File: src/design/ssn_pkg.sv
// shared types and constants for the segment sum normaliser
// no dependencies; used by every module of the block
package ssn_pkg;

    localparam int VAL_W = 16;
    localparam int SUM_W = 32;
    localparam int BIN_W = 6;
    localparam int MAX_BINS = 1 << BIN_W;

    localparam logic [1:0] REQ_CLEAR = 2'd0;
    localparam logic [1:0] REQ_ACC   = 2'd1;
    localparam logic [1:0] REQ_NORM  = 2'd2;

    localparam logic [SUM_W-1:0] Q88_ONE   = 32'h0000_0100;
    localparam logic [SUM_W-1:0] INT32_MAX = 32'h7FFF_FFFF;

    localparam int QUEUE_DEPTH = 2;
    localparam int QAW = $clog2(QUEUE_DEPTH);
    localparam int QCW = $clog2(QUEUE_DEPTH + 1);

    // one normalise job handed from front to back
    typedef struct packed {
        logic signed [VAL_W-1:0] value;
        logic signed [SUM_W-1:0] divisor;
        logic                    zero;
    } t_norm_job;

endpackage

File: src/design/ssn_front.sv
// front end: accepts transactions, keeps the per-bin sums and valid bits,
// does the accumulate read-modify-write and hands normalise jobs on; uses ssn_pkg
module ssn_front #(
    parameter int NUM_BINS = 64
) (
    input  logic                               i_clk,
    input  logic                               i_rst_n,
    input  logic                               i_start,
    output logic                               o_busy,
    input  logic [1:0]                         i_req_type,
    input  logic signed [ssn_pkg::VAL_W-1:0]   i_sample_value,
    input  logic [ssn_pkg::BIN_W-1:0]          i_bin_index,
    output logic                               o_push,
    output ssn_pkg::t_norm_job                 o_job,
    input  logic                               i_full
);

    localparam int DEPTH = (NUM_BINS < ssn_pkg::MAX_BINS) ? NUM_BINS : ssn_pkg::MAX_BINS;
    localparam int IW = $clog2(DEPTH);

    logic [ssn_pkg::SUM_W-1:0] r_mem [DEPTH];
    logic [DEPTH-1:0]          r_valid;

    logic                             r_pend;
    logic [1:0]                       r_type;
    logic signed [ssn_pkg::VAL_W-1:0] r_value;
    logic [IW-1:0]                    r_idx;
    logic                             r_in_range;
    logic                             r_hit;
    logic [ssn_pkg::SUM_W-1:0]        r_rd_data;

    logic                      accept;
    logic                      in_range;
    logic [IW-1:0]             idx;
    logic [ssn_pkg::SUM_W-1:0] cur;
    logic [ssn_pkg::SUM_W:0]   wide;
    logic [ssn_pkg::SUM_W-1:0] n_sum;
    logic                      exec_done;
    logic                      acc_write;

    assign accept   = i_start && !r_pend;
    assign in_range = 32'(i_bin_index) < NUM_BINS;
    assign idx      = i_bin_index[IW-1:0];
    assign o_busy   = r_pend;

    // a bin that was never written since the last clear counts as zero
    assign cur  = r_hit ? r_rd_data : '0;
    assign wide = {cur[ssn_pkg::SUM_W-1], cur}
                + {{(ssn_pkg::SUM_W - ssn_pkg::VAL_W + 1){r_value[ssn_pkg::VAL_W-1]}}, r_value};

    always_comb begin
        if (wide[ssn_pkg::SUM_W] != wide[ssn_pkg::SUM_W-1]) begin
            n_sum = wide[ssn_pkg::SUM_W] ? ~ssn_pkg::INT32_MAX : ssn_pkg::INT32_MAX;
        end else begin
            n_sum = wide[ssn_pkg::SUM_W-1:0];
        end
    end

    assign acc_write = r_pend && (r_type == ssn_pkg::REQ_ACC) && r_in_range;
    assign o_push    = r_pend && (r_type == ssn_pkg::REQ_NORM) && !i_full;
    assign exec_done = r_pend && ((r_type == ssn_pkg::REQ_ACC) || !i_full);

    assign o_job.value   = r_value;
    assign o_job.zero    = (cur == '0);
    assign o_job.divisor = (cur == '0) ? ssn_pkg::Q88_ONE : cur;

    always_ff @(posedge i_clk) begin
        if (!i_rst_n) begin
            r_pend  <= 1'b0;
            r_valid <= '0;
        end else begin
            if (accept && ((i_req_type == ssn_pkg::REQ_ACC) ||
                           (i_req_type == ssn_pkg::REQ_NORM))) begin
                r_pend <= 1'b1;
            end else if (exec_done) begin
                r_pend <= 1'b0;
            end
            if (accept && (i_req_type == ssn_pkg::REQ_CLEAR)) begin
                r_valid <= '0;
            end else if (acc_write) begin
                r_valid[r_idx] <= 1'b1;
            end
        end
    end

    always_ff @(posedge i_clk) begin
        if (accept) begin
            r_type     <= i_req_type;
            r_value    <= i_sample_value;
            r_idx      <= idx;
            r_in_range <= in_range;
            r_hit      <= in_range && r_valid[idx];
        end
    end

    // sum memory: one read port at accept, one write port at execute
    always_ff @(posedge i_clk) begin
        if (accept && in_range) begin
            r_rd_data <= r_mem[idx];
        end
        if (acc_write) begin
            r_mem[r_idx] <= n_sum;
        end
    end

endmodule

File: src/design/ssn_queue.sv
// short job queue between front and back ends
// depends on ssn_pkg for the job type and depth
module ssn_queue (
    input  logic                        i_clk,
    input  logic                        i_rst_n,
    input  logic                        i_push,
    input  ssn_pkg::t_norm_job          i_job,
    output logic                        o_full,
    input  logic                        i_pop,
    output ssn_pkg::t_norm_job          o_job,
    output logic                        o_empty,
    output logic [ssn_pkg::QCW-1:0]     o_count
);

    ssn_pkg::t_norm_job        r_slot [ssn_pkg::QUEUE_DEPTH];
    logic [ssn_pkg::QAW-1:0]   r_wp;
    logic [ssn_pkg::QAW-1:0]   r_rp;
    logic [ssn_pkg::QCW-1:0]   r_count;

    assign o_full  = (r_count == ssn_pkg::QCW'(ssn_pkg::QUEUE_DEPTH));
    assign o_empty = (r_count == '0);
    assign o_job   = r_slot[r_rp];
    assign o_count = r_count;

    always_ff @(posedge i_clk) begin
        if (!i_rst_n) begin
            r_wp    <= '0;
            r_rp    <= '0;
            r_count <= '0;
        end else begin
            if (i_push) begin
                r_wp <= r_wp + 1'b1;
            end
            if (i_pop) begin
                r_rp <= r_rp + 1'b1;
            end
            if (i_push && !i_pop) begin
                r_count <= r_count + 1'b1;
            end else if (i_pop && !i_push) begin
                r_count <= r_count - 1'b1;
            end
        end
    end

    always_ff @(posedge i_clk) begin
        if (i_push) begin
            r_slot[r_wp] <= i_job;
        end
    end

endmodule

File: src/design/ssn_back.sv
// back end: radix-2 restoring divider, one quotient bit per cycle,
// with sign fix-up and saturation to Q16.16; uses ssn_pkg
module ssn_back (
    input  logic                               i_clk,
    input  logic                               i_rst_n,
    input  logic                               i_empty,
    output logic                               o_pop,
    input  ssn_pkg::t_norm_job                 i_job,
    output logic                               o_strobe,
    output logic signed [ssn_pkg::SUM_W-1:0]   o_proportion,
    output logic                               o_sum_was_zero
);

    localparam logic [1:0] ST_IDLE = 2'd0;
    localparam logic [1:0] ST_DIV  = 2'd1;
    localparam logic [1:0] ST_FIN  = 2'd2;
    localparam int CW = $clog2(ssn_pkg::SUM_W);

    logic [1:0]                r_state;
    logic [1:0]                n_state;
    logic [CW-1:0]             r_cnt;
    logic [ssn_pkg::SUM_W-1:0] r_quo;
    logic [ssn_pkg::SUM_W-1:0] r_rem;
    logic [ssn_pkg::SUM_W-1:0] r_den;
    logic                      r_neg;
    logic                      r_zero;

    logic [ssn_pkg::SUM_W-1:0] num;
    logic [ssn_pkg::SUM_W-1:0] num_mag;
    logic [ssn_pkg::SUM_W-1:0] den_mag;
    logic [ssn_pkg::SUM_W:0]   rem_sh;
    logic [ssn_pkg::SUM_W:0]   rem_sub;
    logic [ssn_pkg::SUM_W-1:0] res;

    // value scaled by 2^16 fills exactly 32 bits
    assign num     = {i_job.value, 16'h0000};
    assign num_mag = num[ssn_pkg::SUM_W-1] ? (~num + 1'b1) : num;
    assign den_mag = i_job.divisor[ssn_pkg::SUM_W-1] ? (~i_job.divisor + 1'b1)
                                                      : i_job.divisor;

    assign rem_sh  = {r_rem, r_quo[ssn_pkg::SUM_W-1]};
    assign rem_sub = rem_sh - {1'b0, r_den};

    assign o_pop = (r_state == ST_IDLE) && !i_empty;

    // magnitude never exceeds 2^31, so only the positive side saturates
    always_comb begin
        if (r_neg) begin
            res = '0 - r_quo;
        end else if (r_quo[ssn_pkg::SUM_W-1]) begin
            res = ssn_pkg::INT32_MAX;
        end else begin
            res = r_quo;
        end
    end

    always_comb begin
        case (r_state)
            ST_IDLE: n_state = i_empty ? ST_IDLE : ST_DIV;
            ST_DIV:  n_state = (r_cnt == CW'(ssn_pkg::SUM_W - 1)) ? ST_FIN : ST_DIV;
            ST_FIN:  n_state = ST_IDLE;
            default: n_state = ST_IDLE;
        endcase
    end

    always_ff @(posedge i_clk) begin
        if (!i_rst_n) begin
            r_state  <= ST_IDLE;
            o_strobe <= 1'b0;
        end else begin
            r_state  <= n_state;
            o_strobe <= (r_state == ST_FIN);
        end
    end

    always_ff @(posedge i_clk) begin
        case (r_state)
            ST_IDLE: begin
                r_quo  <= num_mag;
                r_den  <= den_mag;
                r_rem  <= '0;
                r_cnt  <= '0;
                r_neg  <= i_job.value[ssn_pkg::VAL_W-1] ^ i_job.divisor[ssn_pkg::SUM_W-1];
                r_zero <= i_job.zero;
            end
            ST_DIV: begin
                r_cnt <= r_cnt + 1'b1;
                if (!rem_sub[ssn_pkg::SUM_W]) begin
                    r_rem <= rem_sub[ssn_pkg::SUM_W-1:0];
                    r_quo <= {r_quo[ssn_pkg::SUM_W-2:0], 1'b1};
                end else begin
                    r_rem <= rem_sh[ssn_pkg::SUM_W-1:0];
                    r_quo <= {r_quo[ssn_pkg::SUM_W-2:0], 1'b0};
                end
            end
            ST_FIN: begin
                o_proportion   <= res;
                o_sum_was_zero <= r_zero;
            end
            default: begin
                r_cnt <= '0;
            end
        endcase
    end

endmodule

File: src/design/segment_sum_normalizer_unit.sv
// top level of the segment sum normaliser: front end, job queue, divider back end
// depends on ssn_pkg, ssn_front, ssn_queue and ssn_back
//
// A transaction is taken when start is high and busy is low. A clear does not raise busy;
// an accumulate holds busy for the read-modify-write of the per-bin sum memory, and a
// normalise holds it until its job goes into the two-entry queue, stalling while it is full.
// The divider takes one job at a time from the queue and yields one quotient bit per cycle,
// so new transactions can be taken while a division is still running. Each
// result is shown for one cycle with o_result_strobe; the receiver cannot hold it off.
// Results come out in transaction order. Only bins below NUM_BINS (and below 64) hold sums.
module segment_sum_normalizer_unit #(
    parameter int NUM_BINS = 64
) (
    input  logic                               i_clk,
    input  logic                               i_rst_n,
    input  logic                               start,
    output logic                               busy,
    input  logic [1:0]                         i_req_type,
    input  logic signed [ssn_pkg::VAL_W-1:0]   i_sample_value,
    input  logic [ssn_pkg::BIN_W-1:0]          i_bin_index,
    output logic                               o_result_strobe,
    output logic signed [ssn_pkg::SUM_W-1:0]   o_proportion,
    output logic                               o_sum_was_zero
);

    logic                       push;
    logic                       pop;
    logic                       full;
    logic                       empty;
    logic [ssn_pkg::QCW-1:0]    q_count;
    ssn_pkg::t_norm_job         job_in;
    ssn_pkg::t_norm_job         job_out;

    ssn_front #(
        .NUM_BINS (NUM_BINS)
    ) u_front (
        .i_clk          (i_clk),
        .i_rst_n        (i_rst_n),
        .i_start        (start),
        .o_busy         (busy),
        .i_req_type     (i_req_type),
        .i_sample_value (i_sample_value),
        .i_bin_index    (i_bin_index),
        .o_push         (push),
        .o_job          (job_in),
        .i_full         (full)
    );

    ssn_queue u_queue (
        .i_clk   (i_clk),
        .i_rst_n (i_rst_n),
        .i_push  (push),
        .i_job   (job_in),
        .o_full  (full),
        .i_pop   (pop),
        .o_job   (job_out),
        .o_empty (empty),
        .o_count (q_count)
    );

    ssn_back u_back (
        .i_clk          (i_clk),
        .i_rst_n        (i_rst_n),
        .i_empty        (empty),
        .o_pop          (pop),
        .i_job          (job_out),
        .o_strobe       (o_result_strobe),
        .o_proportion   (o_proportion),
        .o_sum_was_zero (o_sum_was_zero)
    );

    // accumulate and normalise always raise busy once they are taken
    a_work_holds_front: assert property (@(posedge i_clk) disable iff (!i_rst_n)
        (start && !busy && ((i_req_type == ssn_pkg::REQ_ACC) ||
                            (i_req_type == ssn_pkg::REQ_NORM))) |=> busy)
        else $error("front end did not hold busy after taking work");

    a_queue_bound: assert property (@(posedge i_clk) disable iff (!i_rst_n)
        q_count <= ssn_pkg::QCW'(ssn_pkg::QUEUE_DEPTH))
        else $error("job queue overfilled");

    a_no_push_when_full: assert property (@(posedge i_clk) disable iff (!i_rst_n)
        full |-> !push || pop)
        else $error("push into a full queue");

    a_strobe_single: assert property (@(posedge i_clk) disable iff (!i_rst_n)
        o_result_strobe |=> !o_result_strobe)
        else $error("result strobe held for more than one cycle");

endmodule
File: config.mk
export PLATFORM = sky130hd
export DESIGN_NAME = segment_sum_normalizer_unit
export DESIGN_NICKNAME = d
export VERILOG_FILES = /design/src/design/ssn_pkg.sv /design/src/design/ssn_front.sv /design/src/design/ssn_queue.sv /design/src/design/ssn_back.sv /design/src/design/segment_sum_normalizer_unit.sv
export SDC_FILE = /design/constraint.sdc
export NUM_CORES = 2
export LEC_CHECK = 0
export BUFFER_PORTS_ARGS = -buffer_cell sky130_fd_sc_hd__buf_2
export CAP_MARGIN = 10
export CORE_MARGIN = 3
export CORE_UTILIZATION = 45
export DETAILED_ROUTE_END_ITERATION = 10
export PLACE_DENSITY = 0.68
export SLEW_MARGIN = 20
export SYNTH_ARGS = -nofsm -noshare
export SYNTH_HDL_FRONTEND = slang
export SYNTH_SLANG_ARGS = --single-unit
File: constraint.sdc
create_clock -name i_clk -period 7.93 [get_ports i_clk]
set_input_delay 0 -clock i_clk [delete_from_list [all_inputs] [get_ports i_clk]]
set_output_delay 0 -clock i_clk [all_outputs]
set_load 0.05 [all_outputs]
==> metrics.md <==
| Metric | Value |
|---|---|
| Setup-failing EPs final | 0 |
| Port bufs | 61 |
| Max-slew violation count | 0 |
| Final wirelength | 260000 µm |
| Synth warnings | 0 |
| Iteration count of the initial detailed-routing pass | 6 |
| Hold path depth | 2 |
| Critical path type | flip-flop to flip-flop |
| Routed vias/inst | ~6.2 |
| Async SR Flop Fraction | 0% |
| Xor and xnor fraction of the mapped netlist area | 0.888% |
| Layout cells sized above 1 | 26.7% |
| Flop-to-flop setup slack | 1.72 ns |
| Worst-Skew Late Latency | 0.89 ns |
| Avg Inst Size Synth | 20.6 µm² |
| VDD IR-drop max | 192 µV |
| FP Rows | between 150 and 200 |
| Leakage | around 35 nW |
| Actual slew at the worst max-slew pin | 1.17 ns |
| Total CTS buffers | between 200 and 250 |
| Die Y | between 400 and 500 µm |
| Pwr per Cell Area | 271 mW/mm² |
| Full die area | 0.220 mm² |
| Logic gate share of total power | 11.0% |
| Max Clk Rate | between 0.15 and 0.2 GHz |
| Net Switching | ~7.2 mW |
| Compound-cell area share of the yosys netlist | just over 3% |
| Synth Area in Simple Gates | 3.15% |
| Layout Skew | 0.0527 ns |
| DRC | 0 |
| WP data arrival | roughly 6.9 ns |
| R2r startpoint | u_front.r_hit$_DFFE_PP_ |
| Reg2reg end | u_front.r_mem[60][1]$_DFFE_PP_ |
| Flops & latches, synth | 2412 |
| Seq/Total Area, Yosys | between 70% and 80% |
| Final Wtd Congestion | 0.879 |
| Worst Setup Start Kind | flip-flop |
| Netlist Area Pre-Place | 0.0967 mm² |
| Largest net degree at the start of global routing | 96 |
| Slew headroom | 21.6% |
| Final Hold Fails | 0 |
| Clk Tree Root Cell | clkbuf_16 |
| Hold Crit Start | i_bin_index[1] |
| Slowest CP cell | a21oi_4 |
| RSZ-0062 raised after global routing | false |
| Synth Net Count | roughly 4800 |
| Vias in the first global route | a little under 50000 |
| Number of synthesized flops with an enable pin | 2339 |
| GRT Util Overall | 23.4% |
| CTS H-Tree Depth | 4 |
| Antenna violations before repair | 9 |
| Post-synthesis mux area share | 16.6% |
| Max incr delay on CP | 1.03 ns |
| Initial DRC count | 6605 |
| Clock Pin Slew Worst Setup and Hold Paths | 0.07 ns |
| Area Growth Syn to Fin | 14.0% |
| DR vias | 49678 |
| Synth Flop Type | edfxtp_1 |
| Gr ovfl total | 0 |
| CTS tree | done |
| Unique masters post-synth | 77 |
| M1 WL | ~100000 µm |
| Switching share of power | 24.2% |
| Ports | 62 |
| Critical-path maximum fanout | 42 |
| Global-route wire length before repair | 368000 µm |
| Final Cycle Share | between 70% and 80% |
| Die X | ~470 µm |
| Final #Nets | between 5000 and 6000 |
| Critical Path RT | 8.62 ns |
| Hold WC Path Type | input pin to flip-flop |
| Initial Util | 45.4% |
| Final critical-path required period | 6.21 ns |
| Cells on worst reg2reg path | 15 |
| WHS Endpoint | u_front.r_idx[1]$_DFFE_PP_ |
| Met3 WL | 27100 µm |
| CTS Buffer Depth | 3 |
| Maxcap violations | 0 |
| Max Used Layer | met5 |
| Setup TNS Final | 0 ns |
| Status | completed |
| DP Cell Count | 7471 |
| CP Cell Sequence | buf_4 -> and2_1 -> ha_1 -> inv_1 -> fa_1 -> nor2b_1 -> o31a_1 -> o211a_1 -> o31a_1 -> a21oi_1 -> o311ai_1 -> and2_1 -> nand3_4 -> a21oi_4 -> buf_4 |
| Final cell count without fillers | 7957 |
| Flop pwr share | 51.2% |
| CTS Sinks | 2412 |
| Int Pwr | 22.6 mW |
| Drt wl/cell | 32.6 µm |
| Worst Setup End Kind | flip-flop |
| Core region area | 0.213 mm² |
| Largest family of logic cells by synthesized area | multiplexers |
| Clock power share | 37.8% |
| Post-Synth Adder-Cell Area | 1.00% |
| Hpwl dp | approximately 140000 µm |
| Post-DRT Antenna Nets | 0 |
| Post-CTS setup buffers | 0 |
| Synth Instances | 4682 |
| Routed met2 length | 123000 µm |
==> synthesized netlist by cell type (all sizes together), types with 6 or more instances <==
library cell / count / area share (%)
edfxtp: 2339 / 73
mux4: 688 / 16
nor2: 162 / 0.63
clkbuf: 148 / 0.57
nand2: 135 / 0.52
o21ai: 125 / 0.65
a21oi: 119 / 0.62
and2: 88 / 0.57
buf: 81 / 0.34
o21a: 74 / 0.57
dfxtp: 73 / 1.5
ha: 71 / 0.92
inv: 57 / 0.22
xnor2: 54 / 0.49
nand3: 51 / 0.26
mux2i: 44 / 0.46
xor2: 44 / 0.40
a21o: 30 / 0.23
nor3: 28 / 0.16
nand2b: 25 / 0.16
a31oi: 24 / 0.16
nor4: 18 / 0.15
o31ai: 16 / 0.13
or3: 16 / 0.11
nand4: 15 / 0.097
nor2b: 15 / 0.097
and3: 14 / 0.091
mux2: 11 / 0.13
o211ai: 10 / 0.078
or2: 9 / 0.058
a211oi: 8 / 0.062
o21bai: 8 / 0.062
a211o: 7 / 0.063
nor3b: 6 / 0.047
==> cell usage in the layout, fill, tap and decap left out, drive strengths merged, types with 73 or more instances in the layout <==
master     n
mux4     688
and2      88
nor2     162
dfxtp     73
buf      198
clkinv   110
nand2    135
o21a      74
clkbuf   283
edfxtp  2339
o21ai    125
a21oi    119
==> per-layer routing <==
| metal | vias to the layer above | GRT usage (%) |
|---|---|---|
| li1 | 19996 | - |
| met1 | 26433 | 32.5 |
| met2 | 2764 | 36.6 |
| met3 | 477 | 5.59 |
| met4 | 8 | 8.29 |
| met5 | - | 0 |
==> power by group through the flow <==
stage	Clock (mW)	Sequential (mW)	Combinational (mW)
6_report	11.3	15.3	3.29
2_1_floorplan	0	15.6	2.07
5_1_grt	11.9	15.3	3.57
4_1_cts	11.4	15.3	3.25
3_5_place_dp	0	15.5	3.22
3_3_place_gp	0	15.5	3.04
==> worst max-delay path by stage <==
stage | start | end | slack, ns
3_3_place_gp | u_front.r_hit$_DFFE_PP_ | u_front.r_mem[38][2]$_DFFE_PP_ | 1.88
5_1_grt | u_front.r_hit$_DFFE_PP_ | u_front.r_mem[33][1]$_DFFE_PP_ | 1.29
6_report | u_front.r_hit$_DFFE_PP_ | u_front.r_mem[60][1]$_DFFE_PP_ | 1.72
4_1_cts | u_front.r_hit$_DFFE_PP_ | u_front.r_mem[39][19]$_DFFE_PP_ | 1.78
2_1_floorplan | u_front.r_hit$_DFFE_PP_ | u_front.r_mem[0][15]$_DFFE_PP_ | 1.45
3_5_place_dp | u_front.r_hit$_DFFE_PP_ | u_front.r_mem[51][19]$_DFFE_PP_ | 1.80
==> area by class of cell <==
cell class | count | area (µm²)
Fill cell | 16233 | 103000
Sequential cell | 2412 | 71700
Multi-Input combinational cell | 1984 | 24700
Clock buffer | 282 | 6160
Tap cell | 2821 | 3530
Timing Repair Buffer | 241 | 2110
Clock inverter | 154 | 1700
Inverter | 57 | 215
Antenna cell | 6 | 15.0
==> registers in the layout (all words and copies together) (netlist names), named ones only <==
name                   cells
u_front.r_mem           2048
u_queue.r_slot            98
u_front.r_valid           64
u_back.o_proportion       32
u_back.r_den              32
u_back.r_quo              32
u_back.r_rem              32
u_front.r_rd_data         32
u_front.r_value           16
u_front.r_idx              6
u_back.r_cnt               5
u_back.r_state             2
u_front.r_type             2
u_queue.o_count            2
u_back.o_strobe            1
u_back.o_sum_was_zero      1
u_back.r_neg               1
u_back.r_zero              1
u_front.o_busy             1
u_front.r_hit              1
u_queue.r_rp               1
u_queue.r_wp               1
==> metrics by stage <==
step	util (%)	hold WS, ns	total power [mW]	worst slack [ns]	cell area (µm²)
after floorplan	-	0.0989	17.7	1.45	96700
after global placement	47.7	0.184	18.6	1.88	102000
after detailed placement	47.8	0.186	18.8	1.80	102000
after CTS	51.7	0.102	29.9	1.78	110000
after global routing	51.7	0.143	30.8	1.29	110000
final	51.7	0.144	29.8	1.72	110000
==> kinds of logic (layout without fill, tap and decap cells) <==
logic type	Yosys count	in the layout
muxes	743	743
AOI/OAI and AO/OA	464	464
other	0	6
and+or+nand+nor	602	602
xor gates and xnor gates	98	98
DFF	2412	2412
adders and majority gates	77	77
buffers and inverters	286	734
==> timing repair <==
action,in CTS,in global routing
hold buffers,42,0
resized for setup,0,0
endpoints found under the hold margin,78,0
==> critical path, delay by kind of cell, from the launching register on <==
family	cells	cell delay (ns)
flip-flops	1	0.83
AO/OA/AOI/OAI	6	2.25
adder cells (fa/ha/maj)	2	0.61
buffers and inverters	3	0.85
AND/OR/NAND/NOR	4	1.45
No activity file was read; power rests on OpenSTA's default activity.
